<file path="config.mk">
export PLATFORM = sky130hd
export DESIGN_NAME = thermocouple_table_linearizer
export DESIGN_NICKNAME = d
export VERILOG_FILES = /design/src/rtl/tlin_pkg.sv /design/src/rtl/tlin_ram.sv /design/src/rtl/tlin_div.sv /design/src/rtl/tlin_ctrl.sv /design/src/rtl/thermocouple_table_linearizer.sv
export SDC_FILE = /design/constraint.sdc
export NUM_CORES = 2
export LEC_CHECK = 0
export ABC_AREA = 1
export BUFFER_PORTS_ARGS = -buffer_cell sky130_fd_sc_hd__buf_2
export CAP_MARGIN = 0
export CORE_ASPECT_RATIO = 1.2
export CORE_UTILIZATION = 40
export CTS_CLUSTER_DIAMETER = 50
export CTS_CLUSTER_SIZE = 25
export DETAILED_ROUTE_END_ITERATION = 12
export GPL_TIMING_DRIVEN = 0
export PLACE_DENSITY = 0.65
export SLEW_MARGIN = 20
export SYNTH_ARGS = -nofsm -noshare
export SYNTH_HDL_FRONTEND = slang
export SYNTH_SLANG_ARGS = --single-unit
</file>
<file path="constraint.sdc">
create_clock -name clk -period 8.24 [get_ports clk]
set_input_delay 0.412 -clock clk [delete_from_list [all_inputs] [get_ports clk]]
set_output_delay 0.412 -clock clk [all_outputs]
set_load 0.1 [all_outputs]
</file>
<file path="src/rtl/tlin_pkg.sv">
// ----------------------------------------------------------------------------
// Thermocouple table linearizer package
// Shared widths, register and status codes, and the structs passed between
// the sequencer, the breakpoint memory and the serial divider.
// ----------------------------------------------------------------------------
package tlin_pkg;

	// Default table depth.
	localparam int TABLE_DEPTH_DEF = 64;

	// Field widths.
	localparam int IDX_W   = 6;
	localparam int CODE_W  = 16;
	localparam int DEG_W   = 16;
	localparam int EU_W    = 7;
	localparam int HOT_W   = 21;
	localparam int COLD_W  = 14;
	localparam int TOTAL_W = 22;
	localparam int STAT_W  = 2;

	// Serial divider: 32-bit magnitude scaled by 32, 16-bit divisor.
	localparam int DIV_NUM_W = 37;
	localparam int DIV_DEN_W = 16;
	localparam int DIV_Q_W   = 21;

	// Register reset values.
	localparam logic [EU_W-1:0]          ENTRIES_RST  = 7'd64;
	localparam logic signed [DEG_W-1:0]  MAX_TEMP_RST = 16'sd1372;
	localparam logic signed [DEG_W-1:0]  MIN_TEMP_RST = -16'sd270;

	// Register indexes (word addresses).
	localparam logic [1:0] REG_ENTRIES  = 2'd0;
	localparam logic [1:0] REG_MAX_TEMP = 2'd1;
	localparam logic [1:0] REG_MIN_TEMP = 2'd2;

	// Word kinds.
	localparam logic MODE_LOAD    = 1'b0;
	localparam logic MODE_CONVERT = 1'b1;

	// Range status codes.
	localparam logic [STAT_W-1:0] RS_WITHIN = 2'd0;
	localparam logic [STAT_W-1:0] RS_HIGH   = 2'd1;
	localparam logic [STAT_W-1:0] RS_LOW    = 2'd2;

	// One breakpoint as held in the table memory.
	typedef struct packed {
		logic signed [CODE_W-1:0] code;
		logic signed [DEG_W-1:0]  degrees;
	} entry_t;

	// Divider request and response.
	typedef struct packed {
		logic                 start;
		logic [DIV_NUM_W-1:0] num;
		logic [DIV_DEN_W-1:0] den;
	} div_req_t;

	typedef struct packed {
		logic               done;
		logic [DIV_Q_W-1:0] quot;
	} div_rsp_t;

	// One result word.
	typedef struct packed {
		logic signed [STAT_W-1:0]  status;
		logic signed [COLD_W-1:0]  cold;
		logic signed [HOT_W-1:0]   hot;
		logic signed [TOTAL_W-1:0] total;
	} res_t;

endpackage

</file>
<file path="src/rtl/tlin_ram.sv">
// ----------------------------------------------------------------------------
// Breakpoint table memory
// Synchronous memory with one write port and one registered read port.
// Contents are undefined until written.
// ----------------------------------------------------------------------------
module tlin_ram
	import tlin_pkg::*;
#(
	parameter int TABLE_DEPTH = TABLE_DEPTH_DEF,
	localparam int AW = $clog2(TABLE_DEPTH)
) (
	input  logic          clk,
	input  logic          wr_en,
	input  logic [AW-1:0] wr_addr,
	input  entry_t        wr_data,
	input  logic [AW-1:0] rd_addr,
	output entry_t        rd_data
);

	entry_t mem [TABLE_DEPTH];
	entry_t rd_data_q;

	// Write port and registered read port.
	always_ff @(posedge clk) begin
		if (wr_en) begin
			mem[wr_addr] <= wr_data;
		end
		rd_data_q <= mem[rd_addr];
	end

	assign rd_data = rd_data_q;

endmodule

</file>
<file path="src/rtl/tlin_div.sv">
// ----------------------------------------------------------------------------
// Serial divider
// Restoring unsigned division, one quotient bit per cycle. A start pulse loads
// the operands; done pulses for one cycle when the quotient is ready.
// ----------------------------------------------------------------------------
module tlin_div
	import tlin_pkg::*;
(
	input  logic     clk,
	input  logic     arst_n,
	input  div_req_t req,
	output div_rsp_t rsp
);

	localparam int CW = $clog2(DIV_NUM_W + 1);

	logic                 busy_q;
	logic                 done_q;
	logic [CW-1:0]        cnt_q;
	logic [DIV_NUM_W-1:0] num_q;
	logic [DIV_DEN_W-1:0] rem_q;
	logic [DIV_DEN_W-1:0] den_q;

	logic [DIV_DEN_W:0]   shifted;
	logic [DIV_DEN_W:0]   diff;
	logic                 fits;

	// Trial subtraction of the divisor from the partial remainder.
	always_comb begin
		shifted = {rem_q, num_q[DIV_NUM_W-1]};
		diff    = shifted - {1'b0, den_q};
		fits    = (shifted >= {1'b0, den_q});
	end

	// Iteration: the numerator register fills with quotient bits from the right.
	always_ff @(posedge clk or negedge arst_n) begin
		if (!arst_n) begin
			busy_q <= 1'b0;
			done_q <= 1'b0;
			cnt_q  <= '0;
			num_q  <= '0;
			rem_q  <= '0;
			den_q  <= '0;
		end else begin
			// Done follows the last iteration for one cycle.
			done_q <= busy_q && !req.start && (cnt_q == CW'(1));
			if (req.start) begin
				busy_q <= 1'b1;
				cnt_q  <= CW'(DIV_NUM_W);
				num_q  <= req.num;
				rem_q  <= '0;
				den_q  <= req.den;
			end else if (busy_q) begin
				num_q <= {num_q[DIV_NUM_W-2:0], fits};
				rem_q <= fits ? diff[DIV_DEN_W-1:0] : shifted[DIV_DEN_W-1:0];
				cnt_q <= cnt_q - 1'b1;
				if (cnt_q == CW'(1)) begin
					busy_q <= 1'b0;
				end
			end
		end
	end

	assign rsp.done = done_q;
	assign rsp.quot = num_q[DIV_Q_W-1:0];

endmodule

</file>
<file path="src/rtl/tlin_ctrl.sv">
// ----------------------------------------------------------------------------
// Linearizer sequencer
// Writes breakpoints, walks the table for a reading, multiplies the offsets,
// drives the serial divider and holds the result in an output register.
// ----------------------------------------------------------------------------
module tlin_ctrl
	import tlin_pkg::*;
#(
	parameter int TABLE_DEPTH = TABLE_DEPTH_DEF,
	localparam int AW = $clog2(TABLE_DEPTH)
) (
	input  logic                     clk,
	input  logic                     arst_n,
	input  logic                     in_valid,
	output logic                     in_ready,
	input  logic                     in_mode,
	input  logic [IDX_W-1:0]         in_index,
	input  entry_t                   in_entry,
	input  logic signed [CODE_W-1:0] in_hot,
	input  logic signed [CODE_W-1:0] in_cold,
	input  logic [AW-1:0]            last_idx,
	input  logic signed [DEG_W-1:0]  max_temp,
	input  logic signed [DEG_W-1:0]  min_temp,
	output logic                     wr_en,
	output logic [AW-1:0]            wr_addr,
	output entry_t                   wr_data,
	output logic [AW-1:0]            rd_addr,
	input  entry_t                   rd_data,
	output div_req_t                 div_req,
	input  div_rsp_t                 div_rsp,
	output logic                     out_valid,
	input  logic                     out_ready,
	output res_t                     out_res
);

	localparam int NW = ((IDX_W > AW) ? IDX_W : AW) + 1;

	typedef enum logic [2:0] {
		S_IDLE,
		S_LAST,
		S_FIRST,
		S_WALK,
		S_MUL,
		S_DIV,
		S_WAIT,
		S_FIN
	} state_t;

	state_t                     state_q;
	logic signed [CODE_W-1:0]   h_q;
	logic signed [COLD_W-1:0]   cold_q;
	logic [AW-1:0]              last_idx_q;
	logic [AW-1:0]              idx_q;
	entry_t                     last_q;
	entry_t                     prev_q;
	logic signed [DEG_W-1:0]    t1_q;
	logic signed [DEG_W:0]      dt_q;
	logic [CODE_W-1:0]          dh_q;
	logic [DIV_DEN_W-1:0]       den_q;
	logic signed [2*DEG_W+1:0]  prod_q;
	logic                       neg_q;
	logic signed [HOT_W-1:0]    hot_q;
	logic [STAT_W-1:0]          status_q;
	logic                       out_valid_q;
	res_t                       out_res_q;

	logic                       accept;
	logic                       idx_ok;
	logic [2*DEG_W+1:0]         mag;
	logic [DIV_Q_W-1:0]         quot_signed;

	// Handshake and table writes.
	always_comb begin
		in_ready = (state_q == S_IDLE);
		accept   = in_valid && in_ready;
		idx_ok   = (NW'(in_index) < NW'(TABLE_DEPTH));
		wr_en    = accept && (in_mode == MODE_LOAD) && idx_ok;
		wr_addr  = AW'(in_index);
		wr_data  = in_entry;
	end

	// Read address: last breakpoint, then the first, then one step ahead of the walk.
	always_comb begin
		case (state_q)
			S_IDLE:  rd_addr = last_idx;
			S_LAST:  rd_addr = '0;
			S_FIRST: rd_addr = AW'(1);
			S_WALK:  rd_addr = idx_q + 1'b1;
			default: rd_addr = '0;
		endcase
	end

	// Divider operands: magnitude of the product, scaled by 32.
	always_comb begin
		mag             = prod_q[2*DEG_W+1] ? (~prod_q + 1'b1) : prod_q;
		div_req.start   = (state_q == S_DIV);
		div_req.num     = {mag[DIV_NUM_W-6:0], 5'b0};
		div_req.den     = den_q;
		quot_signed     = neg_q ? (~div_rsp.quot + 1'b1) : div_rsp.quot;
	end

	// Sequencer and output register.
	always_ff @(posedge clk or negedge arst_n) begin
		if (!arst_n) begin
			state_q     <= S_IDLE;
			h_q         <= '0;
			cold_q      <= '0;
			last_idx_q  <= '0;
			idx_q       <= '0;
			last_q      <= '0;
			prev_q      <= '0;
			t1_q        <= '0;
			dt_q        <= '0;
			dh_q        <= '0;
			den_q       <= '0;
			prod_q      <= '0;
			neg_q       <= 1'b0;
			hot_q       <= '0;
			status_q    <= RS_WITHIN;
			out_valid_q <= 1'b0;
			out_res_q   <= '0;
		end else begin
			if (out_valid_q && out_ready && (state_q != S_FIN)) begin
				out_valid_q <= 1'b0;
			end
			case (state_q)
				S_IDLE: begin
					if (accept && (in_mode == MODE_CONVERT)) begin
						h_q        <= in_hot;
						cold_q     <= in_cold[CODE_W-1:2];
						last_idx_q <= last_idx;
						state_q    <= S_LAST;
					end
				end
				S_LAST: begin
					last_q  <= rd_data;
					state_q <= S_FIRST;
				end
				S_FIRST: begin
					// Clamp outside the table, otherwise start the interval walk.
					if (h_q > last_q.code) begin
						hot_q    <= {max_temp, 5'b0};
						status_q <= RS_HIGH;
						state_q  <= S_FIN;
					end else if (h_q < rd_data.code) begin
						hot_q    <= {min_temp, 5'b0};
						status_q <= RS_LOW;
						state_q  <= S_FIN;
					end else begin
						prev_q  <= rd_data;
						idx_q   <= AW'(1);
						state_q <= S_WALK;
					end
				end
				S_WALK: begin
					if ((h_q >= prev_q.code) && (h_q < rd_data.code)) begin
						t1_q     <= prev_q.degrees;
						dt_q     <= (DEG_W+1)'(rd_data.degrees) - (DEG_W+1)'(prev_q.degrees);
						dh_q     <= CODE_W'(h_q - prev_q.code);
						den_q    <= DIV_DEN_W'(rd_data.code - prev_q.code);
						status_q <= RS_WITHIN;
						state_q  <= S_MUL;
					end else if (idx_q == last_idx_q) begin
						// A code equal to the last breakpoint takes its temperature.
						if (h_q == last_q.code) begin
							hot_q    <= {last_q.degrees, 5'b0};
							status_q <= RS_WITHIN;
						end else begin
							hot_q    <= {min_temp, 5'b0};
							status_q <= RS_LOW;
						end
						state_q <= S_FIN;
					end else begin
						prev_q <= rd_data;
						idx_q  <= idx_q + 1'b1;
					end
				end
				S_MUL: begin
					prod_q  <= $signed({1'b0, dh_q}) * dt_q;
					state_q <= S_DIV;
				end
				S_DIV: begin
					neg_q   <= prod_q[2*DEG_W+1];
					state_q <= S_WAIT;
				end
				S_WAIT: begin
					if (div_rsp.done) begin
						hot_q   <= $signed({t1_q, 5'b0}) + $signed(quot_signed);
						state_q <= S_FIN;
					end
				end
				S_FIN: begin
					if (!out_valid_q || out_ready) begin
						out_res_q.total  <= TOTAL_W'(hot_q) + TOTAL_W'(cold_q);
						out_res_q.hot    <= hot_q;
						out_res_q.cold   <= cold_q;
						out_res_q.status <= status_q;
						out_valid_q      <= 1'b1;
						state_q          <= S_IDLE;
					end
				end
				default: begin
					state_q <= S_IDLE;
				end
			endcase
		end
	end

	assign out_valid = out_valid_q;
	assign out_res   = out_res_q;

endmodule

</file>
<file path="src/rtl/thermocouple_table_linearizer.sv">
// A load word is written at the edge that accepts it; one load per cycle while
// no reading is in progress. A clamped reading goes through S_LAST, S_FIRST and
// S_FIN to its result word; an interpolated one also walks the table to its
// interval, then goes through S_MUL, S_DIV and the 37-step serial divider.
// One reading at a time; reset clears control and registers, not the table.
// ----------------------------------------------------------------------------
// Thermocouple table linearizer
// Breakpoint table with linear interpolation of the hot junction code,
// cold junction scaling and an APB register port.
// ----------------------------------------------------------------------------
module thermocouple_table_linearizer
	import tlin_pkg::*;
#(
	parameter int TABLE_DEPTH = TABLE_DEPTH_DEF
) (
	input  logic        clk,
	input  logic        arst_n,
	// Register port
	input  logic        psel,
	input  logic        penable,
	input  logic        pwrite,
	input  logic [3:0]  paddr,
	input  logic [31:0] pwdata,
	output logic [31:0] prdata,
	output logic        pready,
	// Input words
	input  logic        s_tvalid,
	output logic        s_tready,
	// entry_index[5:0], entry_code[21:6], entry_degrees[37:22], raw_hot[53:38],
	// cj_raw[69:54], zero[71:70]
	input  logic [71:0] s_tdata,
	// mode[0]
	input  logic        s_tuser,
	// Result words
	output logic        m_tvalid,
	input  logic        m_tready,
	// total_temp[21:0], hot_temp[42:22], cold_temp[56:43], range_status[58:57],
	// zero[63:59]
	output logic [63:0] m_tdata
);

	localparam int AW  = $clog2(TABLE_DEPTH);
	localparam int NW2 = (EU_W > AW + 1) ? EU_W : AW + 1;

	logic [EU_W-1:0]          entries_q;
	logic signed [DEG_W-1:0]  max_temp_q;
	logic signed [DEG_W-1:0]  min_temp_q;
	logic                     cfg_wr;
	logic [NW2-1:0]           eu;
	logic [NW2-1:0]           n_used;
	logic [AW-1:0]            last_idx;
	entry_t                   in_entry;
	logic                     wr_en;
	logic [AW-1:0]            wr_addr;
	entry_t                   wr_data;
	logic [AW-1:0]            rd_addr;
	entry_t                   rd_data;
	div_req_t                 div_req;
	div_rsp_t                 div_rsp;
	res_t                     res;

	// Register writes.
	assign pready = 1'b1;
	assign cfg_wr = psel && penable && pwrite && pready;

	always_ff @(posedge clk or negedge arst_n) begin
		if (!arst_n) begin
			entries_q  <= ENTRIES_RST;
			max_temp_q <= MAX_TEMP_RST;
			min_temp_q <= MIN_TEMP_RST;
		end else if (cfg_wr) begin
			case (paddr[3:2])
				REG_ENTRIES:  entries_q  <= pwdata[EU_W-1:0];
				REG_MAX_TEMP: max_temp_q <= pwdata[DEG_W-1:0];
				REG_MIN_TEMP: min_temp_q <= pwdata[DEG_W-1:0];
				default: ;
			endcase
		end
	end

	// Register reads.
	always_comb begin
		case (paddr[3:2])
			REG_ENTRIES:  prdata = 32'(entries_q);
			REG_MAX_TEMP: prdata = {16'b0, max_temp_q};
			REG_MIN_TEMP: prdata = {16'b0, min_temp_q};
			default:      prdata = '0;
		endcase
	end

	// Number of breakpoints in use, held between two and the table depth.
	always_comb begin
		eu = NW2'(entries_q);
		if (eu < NW2'(2)) begin
			n_used = NW2'(2);
		end else if (eu > NW2'(TABLE_DEPTH)) begin
			n_used = NW2'(TABLE_DEPTH);
		end else begin
			n_used = eu;
		end
		last_idx = AW'(n_used - 1'b1);
	end

	assign in_entry.code    = s_tdata[21:6];
	assign in_entry.degrees = s_tdata[37:22];

	tlin_ctrl #(
		.TABLE_DEPTH(TABLE_DEPTH)
	) u_ctrl (
		.clk       (clk),
		.arst_n    (arst_n),
		.in_valid  (s_tvalid),
		.in_ready  (s_tready),
		.in_mode   (s_tuser),
		.in_index  (s_tdata[5:0]),
		.in_entry  (in_entry),
		.in_hot    (s_tdata[53:38]),
		.in_cold   (s_tdata[69:54]),
		.last_idx  (last_idx),
		.max_temp  (max_temp_q),
		.min_temp  (min_temp_q),
		.wr_en     (wr_en),
		.wr_addr   (wr_addr),
		.wr_data   (wr_data),
		.rd_addr   (rd_addr),
		.rd_data   (rd_data),
		.div_req   (div_req),
		.div_rsp   (div_rsp),
		.out_valid (m_tvalid),
		.out_ready (m_tready),
		.out_res   (res)
	);

	tlin_ram #(
		.TABLE_DEPTH(TABLE_DEPTH)
	) u_ram (
		.clk     (clk),
		.wr_en   (wr_en),
		.wr_addr (wr_addr),
		.wr_data (wr_data),
		.rd_addr (rd_addr),
		.rd_data (rd_data)
	);

	tlin_div u_div (
		.clk    (clk),
		.arst_n (arst_n),
		.req    (div_req),
		.rsp    (div_rsp)
	);

	// Result word packing.
	assign m_tdata = {5'b0, res.status, res.cold, res.hot, res.total};

`ifndef NO_ASSERTIONS
	// A reading occupies the sequencer, so the next word waits.
	a_convert_busy: assert property (@(posedge clk) disable iff (!arst_n)
		(s_tvalid && s_tready && (s_tuser == MODE_CONVERT)) |=> !s_tready)
		else $error("input accepted while a reading is in progress");

	// The total is always the sum of the hot and cold parts.
	a_total_sum: assert property (@(posedge clk) disable iff (!arst_n)
		m_tvalid |-> (res.total == (TOTAL_W'(res.hot) + TOTAL_W'(res.cold))))
		else $error("total does not equal hot plus cold");

	// A high clamp returns the configured maximum.
	a_high_clamp: assert property (@(posedge clk) disable iff (!arst_n)
		(m_tvalid && (res.status == RS_HIGH)) |-> (res.hot == {max_temp_q, 5'b0}))
		else $error("high clamp does not match the maximum temperature");
`endif

endmodule

</file>
# Yosys cells after proc, flatten, opt, wreduce, memory -nomap -nowiden
# Memory sizes are Yosys's and may differ from the RTL's. A register that Yosys moved wholly into a read port is not among the register bits.
# Cells that the tools add are included.
# word_totals
ff_bits,408
mem_bits_rw,2048
input_bits,116
output_inout_bits,99
elab_cells,156
n_memories,1
# classes
add_sub_neg,11
n_mul,1
magnitude_cmp,6
n_eq_ne,23
muxes,52
bitwise_logic,3
n_reduce_logical,28
# mem_list
name,depth,width,rd,rd_ports_with_merged_regs,wr,line_no,text
u_ram.mem,64,32,1,1,1,tlin_ram.sv:20,entry_t mem [TABLE_DEPTH];
# op_table
operator,n
$mux 32,5
$mux 21,7
$mux 37,2
$pmux 32 s2,1
$pmux 21 s3,1
$mux 16,3
$mux 6,8
$pmux 16 s3,1
$sub 16x16->16,3
$mul 17x17->34,1
$add 32x1->32 const B,1
$not 32->32,1
$pmux 3 s8,1
$add 21x14->22,1
$add 21x1->21 const B,1
$add 21x21->21,1
$mux 3,7
$not 21->21,1
$pmux 6 s3,1
$ge 17x16->1,1
$sub 16x16->17,1
$eq 16x16->1,1
$ge 16x16->1,1
$gt 16x16->1,1
other kinds (32),72

# Depth between registers and ports, before layout
# depth
depth_word,6
depth_mapped,29
mapped_depth_nobuf,27

# Hierarchy
# A second synthesis with hierarchy kept.
# unflattened
hier_cells,11475
area_unflattened_um2,118130.8
# modules_own_cells
module,instances,cells_each,area_each_um2,seq_area_each_um2
tlin_ram,1,6769,82738.1,62139.6
tlin_ctrl,1,3833,28403.5,7282.0
tlin_div,1,626,4722.0,1926.8
thermocouple_table_linearizer,1,247,2267.2,999.7

# Worst setup path after synthesis
# Ideal clock, no wire load.
# synth_path
path_kind,register -> register
startpoint,register u_ctrl.dh_q[7]
endpoint,register u_ctrl.prod_q[28]
arrival_ps,5524
slack_ps,2584
stages_incl_launch_ff,26
path_buffers,2
period_less_slack_ps,5656
cell_sequence,dfrtp_1 > clkbuf_1 > buf_1 > nand2_1 > fa_1 > inv_1 > fa_1 > inv_1 > fa_1 > inv_1 > fa_1 > fa_1 > inv_1 > fa_1 > inv_1 > ha_1 > a21oi_1 > a21boi_0 > nand2_1 > nand2_1 > nand3_1 > nand2_1 > nand2_1 > or2_2 > nand3_1 > o21ai_0
# synth_via
elab_chain_cells,1
# synth_lines
item,line_no,text
start: declaration,tlin_ctrl.sv:58,logic [CODE_W-1:0] dh_q;
start signal: assignment,tlin_ctrl.sv:159,dh_q <= CODE_W'(h_q - prev_q.code);
$mul 17x17->34,tlin_ctrl.sv:179,"prod_q <= $signed({1'b0, dh_q}) * dt_q;"
end signal: assignment,tlin_ctrl.sv:179,
end: declaration,tlin_ctrl.sv:60,logic signed [2*DEG_W+1:0] prod_q;
# Every way passes these cells.
# A chain may end at the register's enable or synchronous reset.

# Worst setup path after layout
# layout_path
startpoint,register u_ctrl.dh_q[14]
endpoint,register u_ctrl.prod_q[33]
# Same word-level chain as after synthesis.

==> metrics <==
share of layout cells above drive strength 1=8.84%; Clock Latency Late Sink=0.97 ns; fin. max-slew vios=0; commonest non-fill, non-tap cell in the layout=nand2_1; Sink Count=2487; Crit path buffers/inverters=5; DIE HEIGHT=613 µm; status=finished clean; fin cells=17415; delay-heaviest family, CP=adder cells; DRC violations left=0; Slew headroom=17.0%; crit-path max FO=10; cell area power density=422 mW/mm²; sequential cell area=0.0723 mm²; Root Buffer=clkbuf_16; TritonCTS Buffers=247; final worst clock skew=0.0784 ns; pre-CTS WS=0.763 ns; # resized after CTS=0; die span in x=511 µm; endpoint class of the critical path=flip-flop; port bufs=170; Via Count=93362; Routed Antenna Nets=0; core area=0.308 mm²; max_cap viols=0; Pre-antenna DRT Iters=7; TNS Setup=0 ns; post-route clock period utilization=90.0%; Synth Register Bits=2487; pin count of the biggest net entering global routing=101; CTS tree=done; leak pwr=60.6 nW; first-pass GRT wire length=597000 µm; Fmax achieved=135 MHz; initial DRC count=10142; Syn Inst Count=12530; crit path DAT=8.21 ns; CTS max path bufs=4; RSZ-0062 raised after global routing=no; syn avg cell area=9.92 µm²; final HPWL from detailed placement=304000 µm; worst slew pin tran=1.25 ns; Final Worst Setup Slack=0.822 ns; number of global-route vias before repair=90757; Critical-path top delay cell=clkbuf_1; FILL cells=28555; area grow syn2layout=14.7%; critical path data required time=9.03 ns; Boundary Pins=215; Hold Slack=0.0297 ns; Post-CTS Setup Bufs=0; sequential fraction of the synthesis area=58.2%; peak per-stage delay on the critical path=0.77 ns; Startpoint Class=flip-flop; # nets final=13736; multi-input logic area=0.0416 mm²; Avg WL per Cell=23.7 µm; most numerous cell on the critical path=fa_1; Final setup violation count=0; Post-synth ARST share=16.4%; dpl cells=16866; number of H-tree levels=4; Site Rows=223; Initial Util=40.3%; GPL Wtd Cong=0.981; CTS Hold Bufs=76; synthesized area=0.124 mm²; fin crit period=7.42 ns; CP cell instances=clkbuf_1, clkbuf_1, nand2_1, fa_1, fa_1, fa_1, inv_1, fa_1, fa_1, inv_1, fa_1, inv_1, ha_1, nand2_1, nor2_1, nand4_1, o21ai_0, nand3_1, and3_1, o21ai_0, o21ai_0; crit path kind=flip-flop to flip-flop; Fin. Hold Viols=0; Yosys cell types=52; GRT Util Overall=25.9%; final WL=412000 µm; commonest cells after routing, fill and taps aside=2400 x nand2_1, 2394 x nand3_1, 2048 x edfxtp_1, 2043 x inv_1, 770 x nand3b_1; Yosys warnings=0; worst vdd ir=0.379 mV; antenna violations before repair=27; die footprint=0.313 mm²; main flop type after synthesis=edfxtp_1; EDFF count, synth=2048; Worst Hold Class=input pin to flip-flop; total global routing overflow=0; Worst-path clk slew=0.07 ns; Avg Vias per Cell=5.36
sequential cells by signal, indices dropped and copies added, names as in the netlist, 21 cells and up:
register	flops
u_ctrl.prod_q	33
u_ctrl.hot_q	21
u_div.num_q	37
u_ctrl.out_res	59
u_ram.rd_data	32
u_ctrl.last_q	32
u_ram.mem	2048
u_ctrl.prev_q	32
routing by layer:
| metal | vias up | share of wire (%) | routed length, µm | global-route usage, % |
|---|---|---|---|---|
| li1 | 42994 | - | - | - |
| met1 | 45177 | 37 | 153000 | 30.9 |
| met2 | 4179 | 47 | 196000 | 43.3 |
| met3 | 1000 | 8.0 | 33200 | 4.27 |
| met4 | 12 | 7.3 | 30000 | 17.0 |
| met5 | - | 0.019 | 80 | 0 |
cell type report:
| type | instances | area share (%) |
|---|---|---|
| Timing Repair Buffer | 342 | 2.76 |
| Tap cell | 4050 | 3.55 |
| Inverter | 2056 | 5.41 |
| Sequential cell | 2487 | 50.7 |
| Clock inverter | 193 | 1.65 |
| Multi-Input combinational cell | 7266 | 29.2 |
| Buffer | 741 | 2.30 |
| Antenna cell | 12 | 0.0211 |
| Clock buffer | 268 | 4.43 |
stage by stage:
step	power [mW]	utilization, %	cell area (µm²)
after floorplan	35.7	-	124000
final	60.2	46.3	143000
after CTS	59.8	46.3	143000
after detailed placement	47.8	43.2	133000
after global routing	63.5	46.3	143000
after global placement	47.5	42.3	130000
report_power, final:
group / internal [mW] / switching (mW)
registers: 14.6 / 0.834
logic: 9.27 / 23.6
clock network: 6.25 / 5.73
final timing paths:
kind	startpoint	depth (start not counted)	slack [ns]	to
max	u_ctrl.dh_q[14]$_DFFE_PN0P_	21	0.82	u_ctrl.prod_q[33]$_DFFE_PN0P_
min	s_tdata[17]	1	0.03	u_ram.mem[36][27]$_DFFE_PP_
max reg2reg	u_ctrl.dh_q[14]$_DFFE_PN0P_	21	0.82	u_ctrl.prod_q[33]$_DFFE_PN0P_
min reg2reg	u_ctrl.out_res[54]$_DFFE_PN0P_	2	0.47	u_ctrl.out_res[54]$_DFFE_PN0P_
max in group asynchronous	arst_n	4	7.15	u_div.num_q[27]$_DFFE_PN0P_
min in group asynchronous	arst_n	2	0.09	max_temp_q[3]$_DFFE_PN1P_
cell usage after synthesis (169+ instances only):
cell type | n | share of area [%]
nand2_1 | 2400 | 7.2
nand3_1 | 2398 | 9.7
edfxtp_1 | 2048 | 49
inv_1 | 2043 | 6.2
nand3b_1 | 770 | 4.6
dfrtp_1 | 388 | 7.8
o21ai_0 | 349 | 1.4
clkbuf_1 | 317 | 0.96
buf_2 | 290 | 1.2
nor2_1 | 278 | 0.84
ha_1 | 264 | 2.7
fa_1 | 215 | 3.5
a21oi_1 | 169 | 0.68
kinds of logic (layout without fill, tap and decap cells):
logic type      Yosys count  in the layout  synth area share [%]
compound gates          686            686                  3.07
xor+xnor                103            103                 0.725
fa+ha+maj               479            479                  6.12
buf+inv                2797           3600                  8.84
flops                  2487           2487                  58.2
mux                      14             14                 0.127
other cells               2             34               0.00604
simple gates           5962           5962                  22.9
Note: power is estimated with default switching activity, not from simulation.
